--- config.mk ---
export PLATFORM = sky130hd
export DESIGN_NAME = pbb_scan
export DESIGN_NICKNAME = d
export VERILOG_FILES = /design/src/design/pbb_pkg.sv /design/src/design/pbb_scan.sv
export SDC_FILE = /design/constraint.sdc
export NUM_CORES = 1
export LEC_CHECK = 0
export BUFFER_PORTS_ARGS = -buffer_cell sky130_fd_sc_hd__buf_4
export CAP_MARGIN = 20
export CORE_MARGIN = 2
export CORE_UTILIZATION = 40
export DETAILED_ROUTE_END_ITERATION = 8
export HOLD_SLACK_MARGIN = 0.02
export PLACE_DENSITY = 0.62
export SETUP_SLACK_MARGIN = 0.15
export SLEW_MARGIN = 20
export SYNTH_ARGS = -nofsm -noshare
export SYNTH_HDL_FRONTEND = slang
export SYNTH_SLANG_ARGS = --single-unit
export TNS_END_PERCENT = 100
--- constraint.sdc ---
create_clock -name clk -period 2.4 [get_ports clk]
set_input_delay 0.48 -clock clk [delete_from_list [all_inputs] [get_ports clk]]
set_output_delay 0.48 -clock clk [all_outputs]
set_load 0.05 [all_outputs]
--- src/design/pbb_pkg.sv ---
// ----------------------------------------------------------------------------
// pbb_pkg: shared definitions for phased block binning
// Field widths, register indexes, parameter defaults and the tag that travels
// with each sample through the pipeline.
// ----------------------------------------------------------------------------
package pbb_pkg;

  localparam int SAMPLE_W    = 32;
  localparam int BINS_W      = 5;
  localparam int PHASE_W     = 7;
  localparam int BIN_ROW_W   = 5;
  localparam int BIN_COL_W   = 5;
  localparam int BLOCK_SUM_W = 39;
  localparam int CFG_IDX_W   = 2;

  localparam int BIN_DEF      = 10;
  localparam int MAX_COLS_DEF = 256;

  localparam logic [BINS_W-1:0] BINS_RESET = BINS_W'(24);

  localparam logic [CFG_IDX_W-1:0] CFG_BINS_DOWN   = CFG_IDX_W'(0);
  localparam logic [CFG_IDX_W-1:0] CFG_BINS_ACROSS = CFG_IDX_W'(1);

  typedef struct packed {
    logic [PHASE_W-1:0]   phase;
    logic [BIN_ROW_W-1:0] bin_row;
    logic [BIN_COL_W-1:0] bin_col;
    logic                 emit;
    logic                 last;
    logic                 row_start;
    logic                 row_warm;
    logic                 col_start;
    logic                 col_warm;
  } tag_t;

endpackage

--- src/design/pbb_scan.sv ---
// ----------------------------------------------------------------------------
// pbb_scan: configuration registers and raster position
// Holds the bin counts, tracks the pixel position as phase and bin counters,
// and forms the memory addresses and the tag of the next sample.
// ----------------------------------------------------------------------------
module pbb_scan #(
  parameter int BIN      = pbb_pkg::BIN_DEF,
  parameter int MAX_COLS = pbb_pkg::MAX_COLS_DEF
) (
  input  logic                                  clk,
  input  logic                                  rst_n,
  input  logic                                  in_fire,
  input  logic                                  cfg_valid,
  input  logic [pbb_pkg::CFG_IDX_W-1:0]         cfg_index,
  input  logic [pbb_pkg::BINS_W-1:0]            cfg_data,
  output pbb_pkg::tag_t                         tag,
  output logic [$clog2(MAX_COLS)-1:0]           col,
  output logic [$clog2(BIN*MAX_COLS)-1:0]       rs_addr
);

  localparam int COL_W = $clog2(MAX_COLS);
  localparam int RS_AW = $clog2(BIN*MAX_COLS);
  localparam int PH_W  = $clog2(BIN);
  localparam int LIM   = (MAX_COLS - BIN) / BIN;
  localparam int CB_W  = $clog2(LIM + 1);
  localparam int RB_W  = pbb_pkg::BINS_W;

  logic [pbb_pkg::BINS_W-1:0] bins_down_r, bins_down_nxt;
  logic [pbb_pkg::BINS_W-1:0] bins_across_r, bins_across_nxt;
  logic [COL_W-1:0]           c_r, c_nxt;
  logic [PH_W-1:0]            cph_r, cph_nxt;
  logic [CB_W-1:0]            cbin_r, cbin_nxt;
  logic [PH_W-1:0]            rph_r, rph_nxt;
  logic [RB_W-1:0]            rbin_r, rbin_nxt;
  logic [RB_W-1:0]            bd_eff;
  logic [CB_W-1:0]            ba_eff;
  logic                       cfg_hit;
  logic                       col_end;
  logic                       row_end;

  assign bd_eff = (bins_down_r == '0) ? RB_W'(1) : bins_down_r;

  always_comb begin
    if (int'(bins_across_r) > LIM) begin
      ba_eff = CB_W'(LIM);
    end else if (bins_across_r == '0) begin
      ba_eff = CB_W'(1);
    end else begin
      ba_eff = CB_W'(bins_across_r);
    end
  end

  assign col_end = (cbin_r == ba_eff) && (cph_r == PH_W'(BIN - 1));
  assign row_end = (rbin_r == bd_eff) && (rph_r == PH_W'(BIN - 1));

  always_comb begin
    cfg_hit         = 1'b0;
    bins_down_nxt   = bins_down_r;
    bins_across_nxt = bins_across_r;
    if (cfg_valid) begin
      case (cfg_index)
        pbb_pkg::CFG_BINS_DOWN: begin
          bins_down_nxt = cfg_data;
          cfg_hit       = 1'b1;
        end
        pbb_pkg::CFG_BINS_ACROSS: begin
          bins_across_nxt = cfg_data;
          cfg_hit         = 1'b1;
        end
        default: begin
          cfg_hit = 1'b0;
        end
      endcase
    end
  end

  always_comb begin
    c_nxt    = c_r;
    cph_nxt  = cph_r;
    cbin_nxt = cbin_r;
    rph_nxt  = rph_r;
    rbin_nxt = rbin_r;
    if (cfg_hit) begin
      c_nxt    = '0;
      cph_nxt  = '0;
      cbin_nxt = '0;
      rph_nxt  = '0;
      rbin_nxt = '0;
    end else if (in_fire) begin
      if (col_end) begin
        c_nxt    = '0;
        cph_nxt  = '0;
        cbin_nxt = '0;
        if (row_end) begin
          rph_nxt  = '0;
          rbin_nxt = '0;
        end else if (rph_r == PH_W'(BIN - 1)) begin
          rph_nxt  = '0;
          rbin_nxt = rbin_r + RB_W'(1);
        end else begin
          rph_nxt = rph_r + PH_W'(1);
        end
      end else begin
        c_nxt = c_r + COL_W'(1);
        if (cph_r == PH_W'(BIN - 1)) begin
          cph_nxt  = '0;
          cbin_nxt = cbin_r + CB_W'(1);
        end else begin
          cph_nxt = cph_r + PH_W'(1);
        end
      end
    end
  end

  always_ff @(posedge clk) begin
    if (!rst_n) begin
      bins_down_r   <= pbb_pkg::BINS_RESET;
      bins_across_r <= pbb_pkg::BINS_RESET;
      c_r           <= '0;
      cph_r         <= '0;
      cbin_r        <= '0;
      rph_r         <= '0;
      rbin_r        <= '0;
    end else begin
      bins_down_r   <= bins_down_nxt;
      bins_across_r <= bins_across_nxt;
      c_r           <= c_nxt;
      cph_r         <= cph_nxt;
      cbin_r        <= cbin_nxt;
      rph_r         <= rph_nxt;
      rbin_r        <= rbin_nxt;
    end
  end

  always_comb begin
    tag.phase     = pbb_pkg::PHASE_W'(int'(cph_r) * BIN + int'(rph_r));
    tag.bin_row   = pbb_pkg::BIN_ROW_W'(int'(rbin_r) - 1);
    tag.bin_col   = pbb_pkg::BIN_COL_W'(int'(cbin_r) - 1);
    tag.emit      = (rbin_r != '0) && (cbin_r != '0);
    tag.last      = col_end && row_end;
    tag.row_start = (rbin_r == '0) && (rph_r == '0);
    tag.row_warm  = (rbin_r != '0);
    tag.col_start = (c_r == '0);
    tag.col_warm  = (cbin_r != '0);
  end

  assign col     = c_r;
  assign rs_addr = RS_AW'(int'(rph_r) * MAX_COLS + int'(c_r));

  a_wrap_to_origin: assert property (@(posedge clk) disable iff (!rst_n)
    in_fire && !cfg_valid && col_end && row_end |=>
      (c_r == '0) && (rbin_r == '0) && (rph_r == '0) && (cbin_r == '0))
    else $error("position did not return to the origin after the final pixel");

  a_col_zero: assert property (@(posedge clk) disable iff (!rst_n)
    (c_r == '0) == ((cbin_r == '0) && (cph_r == '0)))
    else $error("column counter and its phase and bin counters disagree");

  a_phase_range: assert property (@(posedge clk) disable iff (!rst_n)
    (int'(cph_r) < BIN) && (int'(rph_r) < BIN))
    else $error("phase counter out of range");

endmodule

==> results of run 1 <==
[layer usage]
metal	wire, um	global-route usage (%)
met1	2599	23.30
met2	2463	28.33
met5	0	0
met4	81	6.102
met3	190	3.034
[cell usage in the layout (no fill, tap or decap), types with 4 or more instances in the layout]
| cell type | count |
|---|---|
| buf_4 | 65 |
| nand2_1 | 24 |
| nor2_1 | 21 |
| xor2_1 | 20 |
| dfxtp_1 | 18 |
| inv_1 | 13 |
| nand3_1 | 12 |
| ha_1 | 11 |
| o21ai_0 | 9 |
| dfxtp_4 | 9 |
| dfxtp_2 | 9 |
| nand4_1 | 8 |
| buf_6 | 8 |
| mux2i_1 | 7 |
| a21oi_1 | 6 |
| xnor2_1 | 5 |
| ha_4 | 5 |
| clkbuf_8 | 5 |
| nor3_1 | 4 |
| nor4_4 | 4 |
| a211oi_1 | 4 |
[path summary, 6_finish.rpt]
kind | depth (start not counted) | slack [ns] | to
setup / recovery | 7 | -0.09 | tag[22]
hold / removal | 3 | 0.43 | bins_down_r[4]$_SDFFE_PN1P_
hold reg to reg | 2 | 0.53 | rph_r[0]$_SDFFE_PP0P_
setup reg to reg | 6 | 0.55 | cbin_r[3]$_SDFFE_PP0P_
[flip-flops by register name, summed over array words and instances (netlist names)]
register and cells:
bins_across_r 5, bins_down_r 5, cbin_r 5, col 8, cph_r 4, rbin_r 5
rph_r 4
[tightest hold or removal path, stage by stage]
cell,delay [ns]
buf_4,0.09
nand2_1,0.05
nand3_1,0.07
[cells by family (layout without fill, tap and decap cells)]
group                    Yosys count  in the layout  synth area share [%]
AO/OA/AOI/OAI                     42             42                 13.01
XOR/XNOR                          29             29                 10.87
adder cells (fa/ha/maj)           20             20                 11.35
buffers and inverters             33             96                 7.708
flip-flops                        36             36                 30.84
multiplexers                       7              7                 2.998
AND/OR/NAND/NOR                  102            102                 23.23
[through the flow]
stage	util [%]	std cells	cell area, um^2	TNS, ns
finish	58.61	404	3267	-0.1393
detailed placement	53.33	388	2973	0
CTS	57.91	404	3228	-0.1714
global placement	53.33	388	2973	0
floorplan	-	269	2519	-0.05163
global route	58.61	404	3267	-0.2588
[where the power goes]
group / internal [W] / switching (W)
Clock: 0.000204 / 0.000213
Sequential: 0.000602 / 0.0000154
Combinational: 0.0000723 / 0.000105
[final cells by class]
class                   count  area (um^2)  area share, %
repair buffers             73        578.1          17.69
clock inverters             1        5.005         0.1532
inverters                  15        63.81          1.953
flip-flops and latches     36        765.7          23.44
well taps                  72        90.09          2.758
multi-input cells         200         1688          51.67
clock buffers               7        76.32          2.336
[timing repair]
action                                  CTS  global route
endpoints found under the setup margin    8            19
pin swaps                                11             6
resized for setup                        27             9
buffers inserted                          8             0
==> summary.md, run 1 <==
| Metric | Value |
|---|---|
| Largest net degree at the start of global routing | 13 |
| Area of the core | approximately 5600 um^2 |
| Worst slack, placed | about 0.10 ns |
| Syn Inst Count | roughly 270 |
| Final worst path period share | 103.8% |
| Die area | 6471 um^2 |
| Post-Syn Nets | 300 |
| Pwr dens | 370.8 nW/um^2 |
| Vias per Instance | approximately 5 |
| Critical setup path kind | reg2out |
| Num CTS Buffers | 5 |
| Fill cells | roughly 500 |
| Clk sinks | 36 |
| Reg clk slew, reported paths | approximately 0.07 ns |
| Syn. warnings | 0 |
| Vias in the first global route | just under 2,000 |
| CP required | around 1.9 ns |
| Row cnt | 27 |
| Arr. time, crit path | ~2 ns |
| Hold Path Class | in2reg |
| Synthesized area | 2337 um^2 |
| Worst-margin pin slew | about 0.48 ns |
| CTS Buffer Depth | 2 |
| Die Y | ~80 um |
| CP most frequent cell | ha_4 |
| Synth area leader | dfxtp_1 |
| H-tree Lvls | 2 |
| Area growth from synthesis to layout | 39.77% |
| Layout cells sized above 1 | between 40% and 50% |
| DRT Wirelength | ~5300 um |
| Clk_skew | 0.004887 ns |
| Syn avg cell area | 8.689 um^2 |
| Peak supply drop | ~0.00034 V |
| Prevailing post-synth register cell | dfxtp_1 |
| CP peak stage delay | 0.51 ns |
| Max_slew headroom | 68.27% |
| Routability cong. | ~0.76 |
| Leak pwr | 1.328 nW |
| Max Cap Viol | 0 |
| Max Slew Vio Count | 0 |
| Nature of the critical path endpoint | primary output |
| Status | complete, but fails checks |
| Number of synthesized flops with an enable pin | 0 |
| Top cells by count, synth | 36 x dfxtp_1, 26 x nand2_1, 23 x nor2_1, 20 x xor2_1, 18 x ha_1 |
| Flop and latch count out of synthesis | 36 |
| Violated checks | negative setup slack |
| Initial antenna violation count | 0 |
| Slowest-stage cell, CP | fa_1 |
| Worst setup SP type | register |
| Final worst path period need | roughly 2.5 ns |
| Most common cell in the netlist | dfxtp_1 |
| Critical path's top delay family | adder cells |
| CTS tree | built |
| Hold_ws | 0.4281 ns |
| GR Overflow Total | 0 |
| DRC viols | 0 |
| Buf/Inv on CP | 1 |
| Final Hold Violating Endpoints | 0 |
| Post-synth top area share | 30.84% |
| PortBufs | 53 |
| Vias | 2,019 |
| FMAX | around 0.40 GHz |
| DR pass1 iterations | 5 |
| Netlist cell types | 47 |
| GRT Total Usage | 17.48% |
| Worst flop-to-flop path startpoint | bins_across_r[2]$_SDFFE_PN0P_ |
| Hold_buf cts | 0 |
| Io pins | 54 |
| Initial Util | around two fifths |
| Register area share after synthesis | 30.84% |
| Async SR Flop Fraction | 0% |
| Final setup fails | 2 |
| Total Power | 0.001211 W |
| Worst path cell trace | ha_4 -> ha_4 -> fa_1 -> nand2_2 -> nor2_4 -> xnor2_4 -> buf_6 |
| Die W | between 80 and 90 um |
| Routed WL per cell | about 13 um |
| First-pass GRT wire length | slightly below 9000 um |
| Root Driver | clkbuf_8 |
| Worst hold start | cfg_data[4] |
| Crit path launch | cph_r[3]$_SDFFE_PP0P_ |
| Top post-synthesis cells by area | dfxtp_1 31%, ha_1 9.6%, xor2_1 7.5% |
| Final worst setup slack | -0.09181 ns |
| RSZ-0062 raised after global routing | yes |
| Max Fanout on Critical Path | 2 |
| DRT antenna net count | 0 |
| Clk_lat worst skew | around 0.29 ns |
| 1st-iter DRT viols | 64 |
| Final nets | approximately 360 |
| ANT cells | 0 |
| DP HPWL | 3794 um |
(Power assumes the default switching activity.)
==> run 2: changes to the inputs <==
--- a/config.mk
+++ b/config.mk
@@ -5,6 +5,7 @@
 export SDC_FILE = /design/constraint.sdc
 export NUM_CORES = 1
 export LEC_CHECK = 0
+export ABC_AREA = 1
 export BUFFER_PORTS_ARGS = -buffer_cell sky130_fd_sc_hd__buf_4
 export CAP_MARGIN = 20
 export CORE_MARGIN = 2
==> run 2 against run 1 <==
  * The flow still finishes with violations (negative setup slack)
  * Hold slack worse by 0.022 ns
  * Maximum frequency decreased by 0.31%
  * Via count up 13%
  * Setup slack got worse by 0.0077 ns
  * Global-route usage is 0.46 points lower
  * Die area is 3.9% higher
  * First-iteration DRC count rose by 52%
  * Sequential share of layout area shrank 1.6 points
  * Cell count rose by 21%
  * Clock skew increased by 0.0072 ns
  * Power grew 9.6%
  * Flip-flop and latch count unchanged
  * Largest cell class unchanged
==> summary.md, run 2 <==
| Metric | Value |
|---|---|
| Top post-synthesis cells by area | dfxtp_1 30%, nand2_1 12%, ha_1 9.3% (was dfxtp_1 31%, ha_1 9.6%, xor2_1 7.5%) |
| WP depth | 6 (was 7) |
| Num CTS Buffers | 5 (unchanged) |
| DRT antenna net count | 0 (unchanged) |
| Max Cap Viol | 0 (unchanged) |
| Post-Syn Nets | 374 (was 300) |
| Final worst setup slack | -0.09947 ns (was -0.09181 ns) |
| Final worst path period need | 2.499 ns (was 2.492 ns) |
| CP peak stage delay | 0.56 ns (was 0.51 ns) |
| GR Overflow Total | 0 (unchanged) |
| Final setup fails | 2 (unchanged) |
| Flop and latch count out of synthesis | 36 (unchanged) |
| Clk_lat worst skew | 0.29 ns (about the same) |
| Nature of the critical path endpoint | primary output (unchanged) |
| Post-synth top area share | 29.63% (was 30.84%) |
| Final Hold Violating Endpoints | 0 (unchanged) |
| Register area share after synthesis | 29.63% (was 30.84%) |
| Worst path cell trace | ha_4 -> ha_4 -> fa_2 -> buf_6 -> xor2_2 -> buf_6 (was ha_4 -> ha_4 -> fa_1 -> nand2_2 -> nor2_4 -> xnor2_4 -> buf_6) |
| First-pass GRT wire length | 8949 um (was 8859 um) |
| Netlist cell types | 31 (was 47) |
| Async SR Flop Fraction | 0% (unchanged) |
| Worst flop-to-flop path startpoint | rph_r[1]$_SDFFE_PP0P_ (was bins_across_r[2]$_SDFFE_PN0P_) |
| Worst-margin pin slew | 0.3161 ns (was 0.4760 ns) |
| 1st-iter DRT viols | 97 (was 64) |
| Vias | 2,288 (was 2,019) |
| Violated checks | negative setup slack (unchanged) |
| Number of synthesized flops with an enable pin | 0 (unchanged) |
| Vias per Instance | 4.669 (was 4.998) |
| Area of the core | 5886 um^2 (was 5574 um^2) |
| Final worst path period share | 104.1% (was 103.8%) |
| DRT Wirelength | 5495 um (was 5335 um) |
| Hold Path Class | in2reg (unchanged) |
| H-tree Lvls | 2 (unchanged) |
| Syn Inst Count | 343 (was 269) |
| DP HPWL | 4102 um (was 3794 um) |
| Vias in the first global route | 2,049 (was 1,943) |
| Status | complete, but fails checks (unchanged) |
| Max reg flops | 8 (unchanged) |
| Clk sinks | 36 (unchanged) |
| Critical path's top delay family | adder cells (unchanged) |
| CTS tree | built (unchanged) |
| Fin area | 3407 um^2 (was 3267 um^2) |
| Critical setup path kind | reg2out (unchanged) |
| R2R cell count | 16 (was 6) |
| R2r endpoint | rbin_r[3]$_SDFFE_PP0P_ (was cbin_r[3]$_SDFFE_PP0P_) |
| Total Power | 0.001328 W (was 0.001211 W) |
| Initial Util | 41.33% (was 41.93%) |
| Max_slew headroom | 78.90% (was 68.27%) |
| GRT Total Usage | 17.02% (was 17.48%) |
| Die W | 81.98 um (was 80.44 um) |
| Root Driver | clkbuf_8 (unchanged) |
| Worst Setup EP | tag[21] (was tag[22]) |
| Synth area leader | dfxtp_1 (unchanged) |
| Routed WL per cell | 11.21 um (was 13.21 um) |
| Die area | 6721 um^2 (was 6471 um^2) |
| Pwr dens | 389.7 nW/um^2 (was 370.8 nW/um^2) |
| Hold_ws | 0.4057 ns (was 0.4281 ns) |
| DRC viols | 0 (unchanged) |
| Final nets | 445 (was 362) |
| Area growth from synthesis to layout | 40.07% (was 39.77%) |
| Leak pwr | 1.634 nW (was 1.328 nW) |
| Clk_skew | 0.01204 ns (was 0.004887 ns) |
| Buf/Inv on CP | 2 (was 1) |
| Most common cell in the netlist | nand2_1 (was dfxtp_1) |
| Reg2reg setup slack | 0.34 ns (was 0.55 ns) |
| ANT cells | 0 (unchanged) |
| Top cells by count, synth | 76 x nand2_1, 51 x inv_1, 36 x dfxtp_1, 32 x nor2_1, 22 x nand3_1 (was 36 x dfxtp_1, 26 x nand2_1, 23 x nor2_1, 20 x xor2_1, 18 x ha_1) |
| Synthesized area | 2432 um^2 (was 2337 um^2) |
| Initial antenna violation count | 0 (unchanged) |
| Die Y | 81.98 um (was 80.44 um) |
| CTS Buffer Depth | 2 (unchanged) |
| Routability cong. | 0.8188 (was 0.7642) |
| Final Util | 57.89% (was 58.61%) |
| Syn. warnings | 0 (unchanged) |
| Crit path launch | cph_r[3]$_SDFFE_PP0P_ (unchanged) |
| Leading cell types in the layout, fill and taps excluded | 72 x nand2_1, 69 x buf_4, 49 x inv_1, 29 x nor2_1, 28 x dfxtp_1 (was 65 x buf_4, 24 x nand2_1, 21 x nor2_1, 20 x xor2_1, 18 x dfxtp_1) |
| Peak supply drop | 0.0003053 V (was 0.0003383 V) |
| Slowest-stage cell, CP | fa_2 (was fa_1) |
| Layout cells sized above 1 | 37.11% (was 40.66%) |
| DR pass1 iterations | 4 (was 5) |
| Arr. time, crit path | 2.02 ns (was 2.01 ns) |
| Worst setup SP type | register (unchanged) |
| Largest net degree at the start of global routing | 13 (unchanged) |
| Io pins | 54 (unchanged) |
| Most common cell after layout, fill and taps aside | nand2_1 (was buf_4) |
| Max Slew Vio Count | 0 (unchanged) |
| Row cnt | 28 (was 27) |
| FMAX | 0.4001 GHz (was 0.4013 GHz) |
| Reg clk slew, reported paths | 0.08 ns (was 0.07 ns) |
| Dpl cell area | 3023 um^2 (was 2973 um^2) |
| Max Fanout on Critical Path | 2 (unchanged) |
| Worst slack, placed | 0.1095 ns (was 0.1013 ns) |
| RSZ-0062 raised after global routing | yes (unchanged) |
| Prevailing post-synth register cell | dfxtp_1 (unchanged) |
| CP required | 1.92 ns (about the same) |
| PortBufs | 53 (unchanged) |
| Syn avg cell area | 7.091 um^2 (was 8.689 um^2) |
[run 2: cell types whose count changed after synthesis, sizes merged, moves of 6 or more]
cell | before | now
nand2 | 26 | 82
inv | 15 | 61
nand3 | 12 | 31
nor2 | 23 | 35
mux2i | 7 | 0
a21oi | 7 | 13
xnor2 | 9 | 3
[run 2: power breakdown]
part / switching (W) / leakage (nW) / internal (W)
sequential: 0.0000138 / 0.298 / 0.000605
clock: 0.000219 / 0.0541 / 0.000307
combinational: 0.000115 / 1.28 / 0.0000680
total: 0.000348 / 1.63 / 0.000980
[run 2: what timing repair did]
item | CTS | global route
pin swaps | 12 | 9
hold buffers | 0 | 0
endpoints found under the setup margin | 5 | 4
setup buffers | 19 | 0
resized for setup | 21 | 11
gates cloned | 0 | 0
[run 2: metrics by stage]
stage               setup TNS [ns]  std cells
CTS                        -0.2281        490
floorplan                        0        343
finish                     -0.1913        490
global placement                 0        463
detailed placement               0        463
global route               -0.3097        490
[run 2: worst reg2reg max path, stage by stage, from the launching register on]
cell,delay (ns)
dfxtp_4,0.38
inv_2,0.04
ha_2,0.16
nand2_2,0.08
nor2_4,0.04
buf_4,0.13
buf_4,0.12
buf_4,0.12
buf_4,0.12
buf_4,0.12
buf_4,0.12
inv_1,0.09
nor2_1,0.08
nand3_4,0.12
clkinv_2,0.10
nand2_1,0.07
a21oi_1,0.05
[run 2: worst min-delay path by stage]
stage | from | to | cells after the start
finish | cfg_data[3] | bins_across_r[3]$_SDFFE_PN1P_ | 3
global route | cfg_data[3] | bins_down_r[3]$_SDFFE_PN1P_ | 3
CTS | cfg_data[3] | bins_across_r[3]$_SDFFE_PN1P_ | 3
detailed placement | bins_across_r[0]$_SDFFE_PN0P_ | bins_across_r[0]$_SDFFE_PN0P_ | 2
global placement | bins_across_r[0]$_SDFFE_PN0P_ | bins_across_r[0]$_SDFFE_PN0P_ | 2
floorplan | bins_down_r[0]$_SDFFE_PN0P_ | bins_down_r[0]$_SDFFE_PN0P_ | 2
[run 2: cell families after synthesis]
group / share of synthesized area [%]
flops: 29.63
buf+inv: 13.58
compound gates: 6.533
xor+xnor: 7.562
fa+ha+maj: 10.91
simple gates: 31.79
[run 2: final cells by class]
cell class | count | area (um^2)
Timing Repair Buffer | 76 | 600.6
Inverter | 63 | 245.2
Sequential cell | 36 | 745.7
Clock inverter | 3 | 42.54
Tap cell | 75 | 93.84
Fill cell | 553 | 2479
Multi-Input combinational cell | 232 | 1610
Clock buffer | 5 | 68.82
[run 2: per-layer routing]
| layer | GRT usage, % | share of wire (%) | vias to the layer above |
|---|---|---|---|
| met2 | 30.65 | 51 | 39 |
| li1 | - | - | 1199 |
| met3 | 3.736 | 3.8 | 6 |
| met1 | 20.48 | 44 | 1044 |
| met4 | 4.000 | 1.1 | 0 |
| met5 | 0 | 0 | - |
