### src/design/pbb_pkg.sv
// ----------------------------------------------------------------------------
// pbb_pkg: shared definitions for phased block binning
// Field widths, register indexes, parameter defaults and the tag that travels
// with each sample through the pipeline.
// ----------------------------------------------------------------------------
package pbb_pkg;

  localparam int SAMPLE_W    = 32;
  localparam int BINS_W      = 5;
  localparam int PHASE_W     = 7;
  localparam int BIN_ROW_W   = 5;
  localparam int BIN_COL_W   = 5;
  localparam int BLOCK_SUM_W = 39;
  localparam int CFG_IDX_W   = 2;

  localparam int BIN_DEF      = 10;
  localparam int MAX_COLS_DEF = 256;

  localparam logic [BINS_W-1:0] BINS_RESET = BINS_W'(24);

  localparam logic [CFG_IDX_W-1:0] CFG_BINS_DOWN   = CFG_IDX_W'(0);
  localparam logic [CFG_IDX_W-1:0] CFG_BINS_ACROSS = CFG_IDX_W'(1);

  typedef struct packed {
    logic [PHASE_W-1:0]   phase;
    logic [BIN_ROW_W-1:0] bin_row;
    logic [BIN_COL_W-1:0] bin_col;
    logic                 emit;
    logic                 last;
    logic                 row_start;
    logic                 row_warm;
    logic                 col_start;
    logic                 col_warm;
  } tag_t;

endpackage

### src/design/pbb_window.sv
// ----------------------------------------------------------------------------
// pbb_window: window sum and result register
// Keeps the last BIN column sums of the row and the running window total,
// and loads the result register for every complete window.
// ----------------------------------------------------------------------------
module pbb_window #(
  parameter int BIN = pbb_pkg::BIN_DEF
) (
  input  logic                                            clk,
  input  logic                                            rst_n,
  input  logic                                            s1_valid,
  input  logic signed [pbb_pkg::SAMPLE_W+$clog2(BIN)-1:0] cs_in,
  input  pbb_pkg::tag_t                                   tag_in,
  output logic                                            s2_ready,
  input  logic                                            out_stall,
  output logic                                            out_valid,
  output logic [pbb_pkg::PHASE_W-1:0]                     out_phase,
  output logic [pbb_pkg::BIN_ROW_W-1:0]                   out_bin_row,
  output logic [pbb_pkg::BIN_COL_W-1:0]                   out_bin_col,
  output logic signed [pbb_pkg::BLOCK_SUM_W-1:0]          out_block_sum,
  output logic                                            out_last
);

  localparam int CS_W = pbb_pkg::SAMPLE_W + $clog2(BIN);
  localparam int WT_W = pbb_pkg::SAMPLE_W + $clog2(BIN*BIN);

  logic                          s2_valid_r, s2_valid_nxt;
  logic signed [CS_W-1:0]        cs_r;
  pbb_pkg::tag_t                 tag_r;
  logic signed [CS_W-1:0]        recent_r [BIN];
  logic signed [WT_W-1:0]        wt_r;
  logic signed [WT_W-1:0]        wt_nxt;
  logic signed [WT_W-1:0]        wt_base;
  logic signed [WT_W-1:0]        cs_ext;
  logic signed [WT_W-1:0]        oldest_ext;
  logic                          out_valid_r, out_valid_nxt;
  logic [pbb_pkg::PHASE_W-1:0]   phase_r;
  logic [pbb_pkg::BIN_ROW_W-1:0] bin_row_r;
  logic [pbb_pkg::BIN_COL_W-1:0] bin_col_r;
  logic signed [pbb_pkg::BLOCK_SUM_W-1:0] block_sum_r;
  logic                          last_r;
  logic                          out_free;
  logic                          s1_go;
  logic                          s2_go;
  logic                          load_out;

  assign out_free = !out_valid_r || !out_stall;
  assign s2_go    = s2_valid_r && (!tag_r.emit || out_free);
  assign s2_ready = !s2_valid_r || s2_go;
  assign s1_go    = s1_valid && s2_ready;
  assign load_out = s2_go && tag_r.emit;

  assign cs_ext     = {{(WT_W-CS_W){cs_r[CS_W-1]}}, cs_r};
  assign oldest_ext = tag_r.col_warm ?
                      {{(WT_W-CS_W){recent_r[BIN-1][CS_W-1]}}, recent_r[BIN-1]} : '0;
  assign wt_base    = tag_r.col_start ? '0 : wt_r;
  assign wt_nxt     = wt_base + cs_ext - oldest_ext;

  always_comb begin
    if (s1_go) begin
      s2_valid_nxt = 1'b1;
    end else if (s2_go) begin
      s2_valid_nxt = 1'b0;
    end else begin
      s2_valid_nxt = s2_valid_r;
    end
    if (load_out) begin
      out_valid_nxt = 1'b1;
    end else if (out_valid_r && !out_stall) begin
      out_valid_nxt = 1'b0;
    end else begin
      out_valid_nxt = out_valid_r;
    end
  end

  always_ff @(posedge clk) begin
    if (!rst_n) begin
      s2_valid_r  <= 1'b0;
      out_valid_r <= 1'b0;
    end else begin
      s2_valid_r  <= s2_valid_nxt;
      out_valid_r <= out_valid_nxt;
    end
  end

  always_ff @(posedge clk) begin
    if (s1_go) begin
      cs_r  <= cs_in;
      tag_r <= tag_in;
    end
    if (s2_go) begin
      wt_r        <= wt_nxt;
      recent_r[0] <= cs_r;
      for (int i = 1; i < BIN; i++) begin
        recent_r[i] <= recent_r[i-1];
      end
    end
    if (load_out) begin
      phase_r     <= tag_r.phase;
      bin_row_r   <= tag_r.bin_row;
      bin_col_r   <= tag_r.bin_col;
      block_sum_r <= pbb_pkg::BLOCK_SUM_W'(wt_nxt);
      last_r      <= tag_r.last;
    end
  end

  assign out_valid     = out_valid_r;
  assign out_phase     = phase_r;
  assign out_bin_row   = bin_row_r;
  assign out_bin_col   = bin_col_r;
  assign out_block_sum = block_sum_r;
  assign out_last      = last_r;

  a_no_overwrite: assert property (@(posedge clk) disable iff (!rst_n)
    out_valid_r && out_stall |-> !load_out)
    else $error("waiting result overwritten");

  a_last_is_window: assert property (@(posedge clk) disable iff (!rst_n)
    s2_valid_r && tag_r.last |-> tag_r.emit && tag_r.row_warm && tag_r.col_warm)
    else $error("final pixel flagged on an incomplete window");

endmodule

### config.mk
export PLATFORM = sky130hd
export DESIGN_NAME = pbb_window
export DESIGN_NICKNAME = d
export VERILOG_FILES = /design/src/design/pbb_pkg.sv /design/src/design/pbb_window.sv
export SDC_FILE = /design/constraint.sdc
export NUM_CORES = 1
export LEC_CHECK = 0
export BUFFER_PORTS_ARGS = -buffer_cell sky130_fd_sc_hd__buf_2
export CAP_MARGIN = 15
export CORE_MARGIN = 1.5
export CORE_UTILIZATION = 35
export CTS_BUF_LIST = sky130_fd_sc_hd__clkbuf_4 sky130_fd_sc_hd__clkbuf_8
export CTS_CLUSTER_SIZE = 16
export DETAILED_ROUTE_END_ITERATION = 8
export HOLD_SLACK_MARGIN = 0.15
export SLEW_MARGIN = 20
export SYNTH_ARGS = -nofsm -noshare
export SYNTH_HDL_FRONTEND = slang
export SYNTH_SLANG_ARGS = --single-unit
export TNS_END_PERCENT = 5
### constraint.sdc
create_clock -name clk -period 26.3 [get_ports clk]
set_clock_uncertainty 0.1 [all_clocks]
set_input_delay 1.315 -clock clk [delete_from_list [all_inputs] [get_ports clk]]
set_output_delay 1.315 -clock clk [all_outputs]
set_load 0.02 [all_outputs]
==> results of run 1 <==
==> worst min path at each step <==
stage | startpoint | end | cells after the start
5_1_grt | recent_r[1][34] | recent_r[2][34] | 0
2_1_floorplan | tag_r[6] | out_bin_col[0] | 0
3_5_place_dp | recent_r[0][0] | recent_r[1][0] | 0
4_1_cts | recent_r[1][34] | recent_r[2][34] | 0
6_report | recent_r[1][34] | recent_r[2][34] | 0
3_3_place_gp | recent_r[3][9] | recent_r[4][9] | 0
==> layer usage <==
layer	routed length [µm]	vias up
li1	-	4376
met1	16400	4643
met2	14700	262
met3	1920	70
met4	924	0
met5	0	-
==> flip-flops by register name, summed over array words and instances, names as in the netlist <==
signal and flops:
out_valid 1, out_bin_row 5, cs_r 36, wt_r 39
out_last 1, s2_valid_r 1, out_bin_col 5, out_phase 7
recent_r 360, out_block_sum 39, tag_r 21
==> layout by cell type, fill, tap and decap left out, types with 35 or more instances in the layout <==
master                     instances
sky130_fd_sc_hd__ha_1             40
sky130_fd_sc_hd__clkbuf_8         90
sky130_fd_sc_hd__fa_1             38
sky130_fd_sc_hd__inv_1           121
sky130_fd_sc_hd__and2_1           35
sky130_fd_sc_hd__a21oi_1          44
sky130_fd_sc_hd__nand2b_1         38
sky130_fd_sc_hd__buf_2           119
sky130_fd_sc_hd__edfxtp_1        513
sky130_fd_sc_hd__nand2_1          42
==> logic make-up (layout without fill, tap and decap cells) <==
logic type                 count (synthesis)  after routing
xor gates and xnor gates                  34             34
AOI/OAI and AO/OA                        134            134
DFF                                      515            515
muxes                                      1              1
adders and majority gates                 78             78
buffers and inverters                    138            399
and+or+nand+nor                          176            176
==> power by group through the flow <==
| stage | registers (mW) | clock network [mW] | logic [mW] |
|---|---|---|---|
| 2_1_floorplan | 1.05 | 0 | 0.205 |
| 3_3_place_gp | 1.01 | 0 | 0.298 |
| 3_5_place_dp | 1.02 | 0 | 0.304 |
| 4_1_cts | 1.00 | 0.732 | 0.306 |
| 5_1_grt | 1.00 | 0.769 | 0.338 |
| 6_report | 0.999 | 0.699 | 0.304 |
==> final cells by class <==
| cell class | count | area (µm²) |
|---|---|---|
| timing repair buffer | 125 | 661 |
| inverter | 121 | 454 |
| tap | 704 | 881 |
| multi-input combinational | 423 | 3430 |
| fill | 4962 | 32300 |
| sequential | 515 | 15400 |
| clock buffer | 121 | 1470 |
| clock inverter | 32 | 233 |
==> per-stage QoR <==
stage	utilization	hold slack [ps]	std cells	area (µm²)	total power [mW]
2_1_floorplan	-	300	1076	19400	1.25
5_1_grt	0.411	309	2041	22600	2.11
6_report	0.411	300	2041	22600	2.00
3_3_place_gp	0.380	300	1888	20900	1.31
3_5_place_dp	0.380	305	1888	20900	1.32
4_1_cts	0.411	301	2041	22600	2.04
==> critical path: stages, from the launching register on <==
cell and delay, ps:
sky130_fd_sc_hd__edfxtp_1 350, sky130_fd_sc_hd__buf_4 270, sky130_fd_sc_hd__nand2b_1 210, sky130_fd_sc_hd__fa_1 480
sky130_fd_sc_hd__inv_1 40, sky130_fd_sc_hd__ha_1 340, sky130_fd_sc_hd__a21o_1 190, sky130_fd_sc_hd__a31oi_1 310
sky130_fd_sc_hd__o31a_1 340, sky130_fd_sc_hd__o21ai_1 220, sky130_fd_sc_hd__a41oi_1 560, sky130_fd_sc_hd__o21bai_1 170
sky130_fd_sc_hd__xor2_1 300
==> summary.md, run 1 <==
### Drt
* Post-DRT Antenna Nets: 0
* post-detailed-route via-to-cell ratio: 4.58
* number of DRC markers after the initial detailed-route iteration: 590
* total vias in the final route: 9351
* Detailed Routing Iterations Pass 1: 5
* number of design rule violations left after detail routing: 0
* drt total wl: 33900 µm
* detailed-route wire length per cell: 16.6 µm

### Place
* total half-perimeter wirelength after legalization and detailed placement: 20700 µm
* weighted congestion at the end of routability-driven global placement: 0.900
* quantity of I/O buffers inserted on ports: 119
* post-placement setup slack: 21340 ps

### Synthesis
* top-area cell type share of the netlist area: 0.795
* share of synthesized cell area in full adder, half adder and majority cells: 0.0651
* post-synthesis instance total: 1076
* fraction of registers with async set or reset after synthesis: 0
* Post-Synthesis Mean Instance Area: 18.0 µm²
* warnings from Yosys: 0
* sequential element share of the synthesized area: 0.797
* EDFF count, synth: 513
* main combinational cell family by area after synthesis: adder cells
* post-synthesis compound-gate area fraction: 0.0454
* cell types with the largest area share after synthesis: sky130_fd_sc_hd__edfxtp_1, sky130_fd_sc_hd__fa_1, sky130_fd_sc_hd__ha_1
* flop and latch count out of synthesis: 515
* XOR/XNOR Fraction of Synth Area: 0.0154
* flip-flop cell with the highest count after synthesis: sky130_fd_sc_hd__edfxtp_1
* simple-gate share of the synthesized area: 0.0492
* Post-Synthesis Net Count: 1217
* Distinct cells, synth: 60
* share of synthesized area spent on multiplexers: 0.000516
* Synth top cells by count: sky130_fd_sc_hd__edfxtp_1, sky130_fd_sc_hd__inv_1, sky130_fd_sc_hd__a21oi_1
* top-count cell post-synth: sky130_fd_sc_hd__edfxtp_1
* top cell type by total area after synthesis: sky130_fd_sc_hd__edfxtp_1
* area of the mapped netlist: 0.0194 mm²

### Clock network
* CTS hold repair buffers: 0
* post-CTS setup buffers: 0
* CTS tree: built
* total CTS buffers: 88
* clk_lat worst skew: 660 ps
* cell at the root of the clock tree: sky130_fd_sc_hd__clkbuf_8
* Clk pin slew, worst setup/hold paths: 60 ps
* buffers from clock root to sink, at most: 3
* Gates resized, CTS repair: 0
* H-tree levels: 3
* clock tree sinks: 515

### STA
* Max-Slew Margin vs Limit: 0.251
* final setup TNS: 0 ps
* Period minus WS final: 4150 ps
* RSZ-0062 raised after global routing: no
* share of the clock period used by the worst path: 0.158
* number of hold-slack violations in the final timing report: 0
* Finish-stage setup viols: 0
* fin. max-slew vios: 0
* max frequency: 241 MHz
* actual slew at the worst max-slew pin: 1120 ps
* Final WS setup: 22150 ps

### Power
* total internal power: 1.48 mW
* fraction of power consumed by sequential logic: 0.499
* P_leak: 8.23 nW
* Worst IR Drop VDD: 41.6 µV
* part of the total power dissipated in combinational logic: 0.152
* switching part of the total: 0.262
* Sw Pwr: 0.525 mW
* areal power density over the cells: 88.7 mW/mm²
* part of the power in the clock network: 0.349

### Min path
* worst hold path class: register to register

### GRT
* GR Layer Usage met1: 0.172
* met2 Usage GRT: 0.172
* total gr overflow: 0
* global-route wire length before repair: 52500 µm
* pin count of the biggest net entering global routing: 196
* busiest grt layer: met2
* number of global-route vias before repair: 9576
* aggregate global-route resource usage: 0.122
* number of antenna violations at the first check in global routing: 0
* global routing usage on met3: 0.0371

### Die
* Total Die Area: 0.0568 mm²
* initial standard-cell utilization of the core: 0.353
* Die Height: 238 µm
* I/O pin total: 122
* Placement Rows: 86
* DIE WIDTH: 238 µm
* standard cell core area: 0.0549 mm²

### Worst setup path
* r2r endpoint: out_block_sum[36]
* critical path type: register to register
* launch point of the critical path: tag_r[1]
* required time worst endpoint: 26620 ps
* Startpoint Class: register
* flop-to-flop setup slack: 22150 ps
* cell count of the worst reg-to-reg path: 12
* Critical Path End Type: register
* startpoint of the lowest-slack register-to-register path: tag_r[1]
* timing endpoint of the critical path: out_block_sum[36]
* Worst Path Max Fanout: 39
* critical path arrival: 4470 ps

### Run
* Max Cap Viol: 0

### Cells and area
* n_diodes: 0
* fraction of final layout cells sized beyond drive strength 1: 0.204
* Area growth syn-to-layout: 16.5%
* net total in the final layout: 1415

### Outcome
* run status: completed

Note: power is estimated with default switching activity, not from simulation.
==> run 2: changes to the inputs <==
Settings changed: ABC_AREA from default to 1.
Clock period 26.3 ns to 4.2 ns, I/O delays scaled along.
==> run 2 against run 1 <==
Effect of this change:
- first-iteration DRC count increased by 18%
- global-route usage increased by 0.83 points
- utilization increased by 2.2 points
- synthesized cell count rose by 28%
- clock-buffer cell count shrank 5
- sequential power rose to 6.2 times the previous value
- combinational power rose to 6.6 times the previous value
- critical path depth is 4 higher
- final cell count is 24% higher
- flip-flop and latch count did not move
- sequential share of layout area shrank 5.2 points
- highest routed layer unchanged
==> summary.md, run 2 <==
### Synthesis
* flip-flop cell with the highest count after synthesis: sky130_fd_sc_hd__edfxtp_1
* post-synthesis instance total: 1382, +28%
* flop and latch count out of synthesis: 515, unchanged
* fraction of registers with async set or reset after synthesis: 0, unchanged
* Distinct cells, synth: 25, -58%
* top cell type by total area after synthesis: sky130_fd_sc_hd__edfxtp_1
* Post-Synthesis Mean Instance Area: 14.5 µm², -20%
* Synth top cells by count: sky130_fd_sc_hd__edfxtp_1, sky130_fd_sc_hd__nand2_1, sky130_fd_sc_hd__inv_1
* top-count cell post-synth: sky130_fd_sc_hd__edfxtp_1
* warnings from Yosys: 0, unchanged
* area of the mapped netlist: 0.0200 mm², +3.1%
* cell types with the largest area share after synthesis: sky130_fd_sc_hd__edfxtp_1, sky130_fd_sc_hd__nand2_1, sky130_fd_sc_hd__inv_1
* Post-Synthesis Net Count: 1523, +25%
* EDFF count, synth: 513, unchanged
* top-area cell type share of the netlist area: 0.771, -0.0239
* sequential element share of the synthesized area: 0.773, -0.0239

### Clock network
* clk_lat worst skew: 650 ps, about the same
* buffers from clock root to sink, at most: 3, unchanged
* clock tree sinks: 515, unchanged
* post-CTS setup buffers: 0, unchanged
* H-tree levels: 3, unchanged
* total CTS buffers: 84, -4.5%
* cell at the root of the clock tree: sky130_fd_sc_hd__clkbuf_8
* CTS tree: built
* Gates resized, CTS repair: 0, unchanged
* CTS hold repair buffers: 117, +117
* Clk pin slew, worst setup/hold paths: 60 ps, about the same

### Drt
* post-detailed-route via-to-cell ratio: 4.23, -7.6%
* Detailed Routing Iterations Pass 1: 4, -1
* detailed-route wire length per cell: 14.8 µm, -11%
* drt total wl: 37200 µm, +9.8%
* number of DRC markers after the initial detailed-route iteration: 699, +18%
* total vias in the final route: 10700, +14%
* Post-DRT Antenna Nets: 0, unchanged
* number of design rule violations left after detail routing: 0, unchanged

### Worst setup path
* critical path arrival: 3790 ps, -680 ps
* required time worst endpoint: 4470 ps, -22150 ps
* critical-path cell list: inv_1 > buf_4 > nand2_1 > fa_1 > inv_1 > ha_1 > a21oi_1 > inv_1 > a21oi_1 > nand2_1 > inv_1 > nor2_1 > nor2_1 > nand2_1 > nand2_1 > nand2_1
* Worst Path Max Fanout: 18, -54%
* count of buffer and inverter cells on the critical path: 5, +3
* Worst path max stage delay: 490 ps, -70 ps
* critical path type: register to register
* cell family with most CP delay: buffers and inverters
* Startpoint Class: register
* master of the slowest instance on the critical path: sky130_fd_sc_hd__fa_1
* most common cell type on the critical path: sky130_fd_sc_hd__nand2_1
* Critical Path End Type: register

### Die
* initial standard-cell utilization of the core: 0.354, +0.00120
* Total Die Area: 0.0586 mm², +3.1%
* DIE WIDTH: 242 µm, +1.5%
* Placement Rows: 87, +1.2%
* I/O pin total: 122, unchanged
* standard cell core area: 0.0564 mm², +2.7%
* Die Height: 242 µm, +1.5%

### STA
* actual slew at the worst max-slew pin: 1060 ps, -63.9 ps
* Period minus WS final: 3520 ps, -623 ps
* worst hold margin: 236 ps, -63.5 ps
* RSZ-0062 raised after global routing: no
* number of hold-slack violations in the final timing report: 0, unchanged
* share of the clock period used by the worst path: 0.839, +0.681
* Final WS setup: 677 ps, -21480 ps
* max frequency: 284 MHz, +18%
* Max-Slew Margin vs Limit: 0.294, +0.0426
* fin. max-slew vios: 0, unchanged
* Finish-stage setup viols: 0, unchanged

### Power
* P_leak: 9.96 nW, +21%
* Worst IR Drop VDD: 276 µV, +560%
* fraction of power consumed by sequential logic: 0.497, -0.002
* part of the power in the clock network: 0.343, -0.006
* total internal power: 9.18 mW, +520%
* Sw Pwr: 3.33 mW, +530%
* areal power density over the cells: 512 mW/mm², +480%
* switching part of the total: 0.266, +0.00382
* part of the total power dissipated in combinational logic: 0.160, +0.008

### GRT
* global-route wire length before repair: 59300 µm, +13%
* number of antenna violations at the first check in global routing: 0, unchanged
* pin count of the biggest net entering global routing: 189, -3.6%
* number of global-route vias before repair: 11000, +15%
* met2 Usage GRT: 0.193, +0.0208
* busiest grt layer: met2
* global routing usage on met3: 0.0305, -0.00667
* total gr overflow: 0, unchanged
* aggregate global-route resource usage: 0.130, +0.00830
* GR Layer Usage met1: 0.186, +0.0141

### Outcome
* run status: completed

### Cells and area
* most common cell after layout, fill and taps aside: sky130_fd_sc_hd__edfxtp_1
* commonest cells after routing, fill and taps aside: sky130_fd_sc_hd__edfxtp_1, sky130_fd_sc_hd__nand2_1, sky130_fd_sc_hd__inv_1
* fraction of final layout cells sized beyond drive strength 1: 0.156, -0.0480
* n_diodes: 0, unchanged
* largest register by flop count: recent_r
* post-route insts no fill: 2523, +24%
* Largest register FFs: 360, unchanged
* Area growth syn-to-layout: 22.2%
* net total in the final layout: 1845, +30%
* Fill cells: 5229, +5.4%
* cell area after layout: 0.0244 mm², +8.2%

### Place
* post-placement setup slack: 570 ps, -20770 ps
* total half-perimeter wirelength after legalization and detailed placement: 23500 µm, +13%
* post-place instance area: 0.0216 mm², +3.5%
* post-placement cell count: 2257, +20%
* weighted congestion at the end of routability-driven global placement: 0.823, -8.6%
* quantity of I/O buffers inserted on ports: 119, unchanged

### Run
* Max Cap Viol: 0, unchanged

### Min path
* worst hold path class: primary input to register

[run 2: final timing paths]
kind / slack, ps / start / cells past startpoint / to
worst max register to register: 680 / tag_r[1] / 16 / out_block_sum[34]
worst max-delay path: 680 / tag_r[1] / 16 / out_block_sum[34]
worst min register to register: 290 / recent_r[2][22] / 0 / recent_r[3][22]
worst min-delay path: 240 / cs_in[20] / 2 / cs_r[20]
[run 2: logic make-up after synthesis]
| group | Yosys count | share of synthesized area |
|---|---|---|
| flip-flops | 515 | 0.773 |
| AND/OR/NAND/NOR | 433 | 0.0878 |
| buffers and inverters | 281 | 0.0528 |
| adder cells (fa/ha/maj) | 78 | 0.0631 |
| AO/OA/AOI/OAI | 52 | 0.0135 |
| XOR/XNOR | 23 | 0.0101 |
[run 2: stage by stage]
step	util	total power, mW	setup TNS (ps)
after floorplan	-	7.64	-1372080
after global placement	0.383	8.25	0
after detailed placement	0.383	8.27	0
after CTS	0.433	12.7	0
after global routing	0.433	13.2	0
final	0.433	12.5	0
[run 2: routing by layer]
layer | routed length [µm] | vias to the layer above
met5 | 0 | -
met4 | 818 | 0
met3 | 1530 | 59
met2 | 16400 | 200
met1 | 18500 | 5170
li1 | - | 5248
[run 2: final cells by class]
class                   count  area [µm²]  area share
flip-flops and latches    515       15400       0.632
multi-input cells         586        3500       0.143
repair buffers            244        1850      0.0758
clock buffers             116        1400      0.0574
inverters                 273        1030      0.0421
well taps                 756         946      0.0387
clock inverters            33         262      0.0107
[run 2: power by group through the flow]
stage	logic, mW	clock network [mW]	registers, mW
detailed placement	1.95	0	6.32
global placement	1.93	0	6.32
floorplan	1.26	0	6.39
CTS	2.05	4.47	6.22
finish	2.00	4.29	6.22
global route	2.29	4.69	6.25
==> run 3: changes to the inputs <==
Clock period 4.2 ns to 3.4 ns, I/O delays scaled along.
==> run 3 against run 2 <==
Effect of this change:
- global-route usage rose by 0.28 points
- clock power grew 17%
- critical path depth shrank 1
- combinational power up 28%
- fmax grew 10%
- register-to-register slack got worse by 470 ps
- sequential share of layout area fell by 0.26 points
- hold slack better by 75 ps
- non-clock buffer count up 11
- utilization increased by 0.18 points
- critical endpoint is now wt_r[36]
==> summary.md, run 3 (synthesis results as in run 2) <==
### Power
* Worst IR Drop VDD: 336 µV, +22%
* Total Power Consumption: 15.3 mW, +22%
* areal power density over the cells: 622 mW/mm², +21%
* P_leak: 10.0 nW, +0.37%

### GRT
* number of antenna violations at the first check in global routing: 0, unchanged
* global-route wire length before repair: 60400 µm, +2.0%
* aggregate global-route resource usage: 0.133, +0.00278
* pin count of the biggest net entering global routing: 190, +0.53%
* number of global-route vias before repair: 11200, +1.6%
* total gr overflow: 0, unchanged

### STA
* share of the clock period used by the worst path: 0.939, +0.100
* Finish-stage setup viols: 0, unchanged
* RSZ-0062 raised after global routing: yes
* max frequency: 313 MHz, +10%
* number of hold-slack violations in the final timing report: 0, unchanged
* fin. max-slew vios: 0, unchanged
* worst hold margin: 312 ps, +75.4 ps
* Period minus WS final: 3190 ps, -330 ps
* actual slew at the worst max-slew pin: 1020 ps, -34.8 ps
* Max-Slew Margin vs Limit: 0.317, +0.0232
* final setup TNS: 0 ps, unchanged

### Worst setup path
* critical path type: register to register
* Startpoint Class: register
* critical path arrival: 3460 ps, -330 ps
* Worst Path Max Fanout: 19, +1
* Critical Path End Type: register
* required time worst endpoint: 3660 ps, -810 ps

### Clock network
* H-tree levels: 3, unchanged
* post-CTS setup buffers: 0, unchanged
* buffers from clock root to sink, at most: 3, unchanged
* clock tree sinks: 515, unchanged
* total CTS buffers: 84, unchanged
* CTS tree: built
* Clk pin slew, worst setup/hold paths: 60 ps, about the same
* cell at the root of the clock tree: sky130_fd_sc_hd__clkbuf_8
* clk_lat worst skew: 650 ps, about the same

### Place
* weighted congestion at the end of routability-driven global placement: 0.818, -0.60%
* quantity of I/O buffers inserted on ports: 119, unchanged
* total half-perimeter wirelength after legalization and detailed placement: 24000 µm, +2.2%

### Cells and area
* net total in the final layout: 1856, +0.60%
* n_diodes: 0, unchanged
* fraction of final layout cells sized beyond drive strength 1: 0.166, +0.00981
* Area growth syn-to-layout: 22.7%
* Fill cells: 5219, -0.19%
* commonest cells after routing, fill and taps aside: sky130_fd_sc_hd__edfxtp_1, sky130_fd_sc_hd__nand2_1, sky130_fd_sc_hd__inv_1
* largest register by flop count: recent_r
* most common cell after layout, fill and taps aside: sky130_fd_sc_hd__edfxtp_1
* Largest register FFs: 360, unchanged

### Drt
* M1 WL: 18400 µm, -0.67%
* top metal layer carrying routed signals: met4
* Post-DRT Antenna Nets: 0, unchanged
* number of design rule violations left after detail routing: 0, unchanged
* number of DRC markers after the initial detailed-route iteration: 819, +17%
* DR WL met3: 1630 µm, +6.7%
* post-detailed-route via-to-cell ratio: 4.25, +0.37%
* WL met2: 17300 µm, +5.6%
* drt total wl: 38100 µm, +2.2%
* detailed-route wire length per cell: 15.0 µm, +1.8%
* Detailed Routing Iterations Pass 1: 5, +1
* total vias in the final route: 10800, +0.77%

### Outcome
* run status: completed

### Die
* DIE WIDTH: 242 µm, unchanged
* Total Die Area: 0.0586 mm², unchanged
* initial standard-cell utilization of the core: 0.354, unchanged
* Die Height: 242 µm, unchanged
* I/O pin total: 122, unchanged
* Placement Rows: 87, unchanged
* standard cell core area: 0.0564 mm², unchanged

### Run
* Max Cap Viol: 0, unchanged

### Min path
* worst hold path class: register to register

==> run 3: cell types whose count changed in the layout (fill, tap and decap cells not counted), moves of 2 or more <==
| cell | before | now |
|---|---|---|
| sky130_fd_sc_hd__nand2_1 | 326 | 318 |
| sky130_fd_sc_hd__nand2_2 | 2 | 9 |
| sky130_fd_sc_hd__bufinv_16 | 4 | 0 |
| sky130_fd_sc_hd__dlygate4sd3_1 | 117 | 121 |
| sky130_fd_sc_hd__a21oi_1 | 30 | 27 |
| sky130_fd_sc_hd__a21oi_2 | 0 | 3 |
| sky130_fd_sc_hd__buf_12 | 2 | 5 |
| sky130_fd_sc_hd__buf_4 | 6 | 9 |
| sky130_fd_sc_hd__clkinv_1 | 17 | 19 |
| sky130_fd_sc_hd__nor2_1 | 53 | 51 |
| sky130_fd_sc_hd__nor2_2 | 2 | 4 |
==> run 3: final timing paths <==
kind	slack, ps	start	cells past startpoint	end
worst max register to register	210	tag_r[1]	15	wt_r[36]
worst min-delay path	310	recent_r[2][33]	0	recent_r[3][33]
worst max-delay path	210	tag_r[1]	15	wt_r[36]
worst min register to register	310	recent_r[2][33]	0	recent_r[3][33]
==> run 3: what timing repair did <==
action                                  CTS  global route
hold buffers                            121             0
gates resized for setup                   0            17
endpoints found under the setup margin    0            32
endpoints found under the hold margin    99             0
==> run 3: metrics by stage <==
stage / util / setup slack [ps] / instances / cell area [µm²]
CTS: 0.434 / 102 / 2532 / 24500
global placement: 0.384 / 104 / 2263 / 21700
finish: 0.435 / 207 / 2533 / 24500
detailed placement: 0.384 / 132 / 2263 / 21700
floorplan: - / -4170 / 1382 / 20000
global route: 0.435 / -33.7 / 2533 / 24500
==> run 3: where the power goes <==
group	switching [mW]	internal, mW
clock network	2.33	2.70
logic	1.70	0.844
registers	0.113	7.57
==> run 3: layout make-up <==
| class | instances | area (µm²) | share of cell area |
|---|---|---|---|
| Sequential cell | 515 | 15400 | 0.630 |
| Multi-Input combinational cell | 586 | 3550 | 0.145 |
| Timing Repair Buffer | 255 | 2000 | 0.0815 |
| Clock buffer | 118 | 1420 | 0.0580 |
| Inverter | 273 | 1030 | 0.0419 |
| Tap cell | 756 | 946 | 0.0386 |
| Clock inverter | 30 | 144 | 0.00586 |
==> run 3: critical path, cell delays in order (launching register included) <==
cell                        delay [ps]
sky130_fd_sc_hd__edfxtp_1          370
sky130_fd_sc_hd__inv_2             130
sky130_fd_sc_hd__clkbuf_16         210
sky130_fd_sc_hd__nand2_1            80
sky130_fd_sc_hd__fa_1              490
sky130_fd_sc_hd__inv_1              50
sky130_fd_sc_hd__ha_1              340
sky130_fd_sc_hd__nand2_1           130
sky130_fd_sc_hd__nor2_2            170
sky130_fd_sc_hd__inv_1             120
sky130_fd_sc_hd__nor2_1            150
sky130_fd_sc_hd__nand3b_1          110
sky130_fd_sc_hd__nand3_2           140
sky130_fd_sc_hd__nand2_1           110
sky130_fd_sc_hd__nand3_1            90
sky130_fd_sc_hd__nand2_1           120
==> run 3: metal layers <==
metal | track usage | vias to the layer above
li1 | - | 5283
met1 | 0.186 | 5223
met2 | 0.202 | 210
met3 | 0.0298 | 43
met4 | 0.0524 | 0
met5 | 0 | -
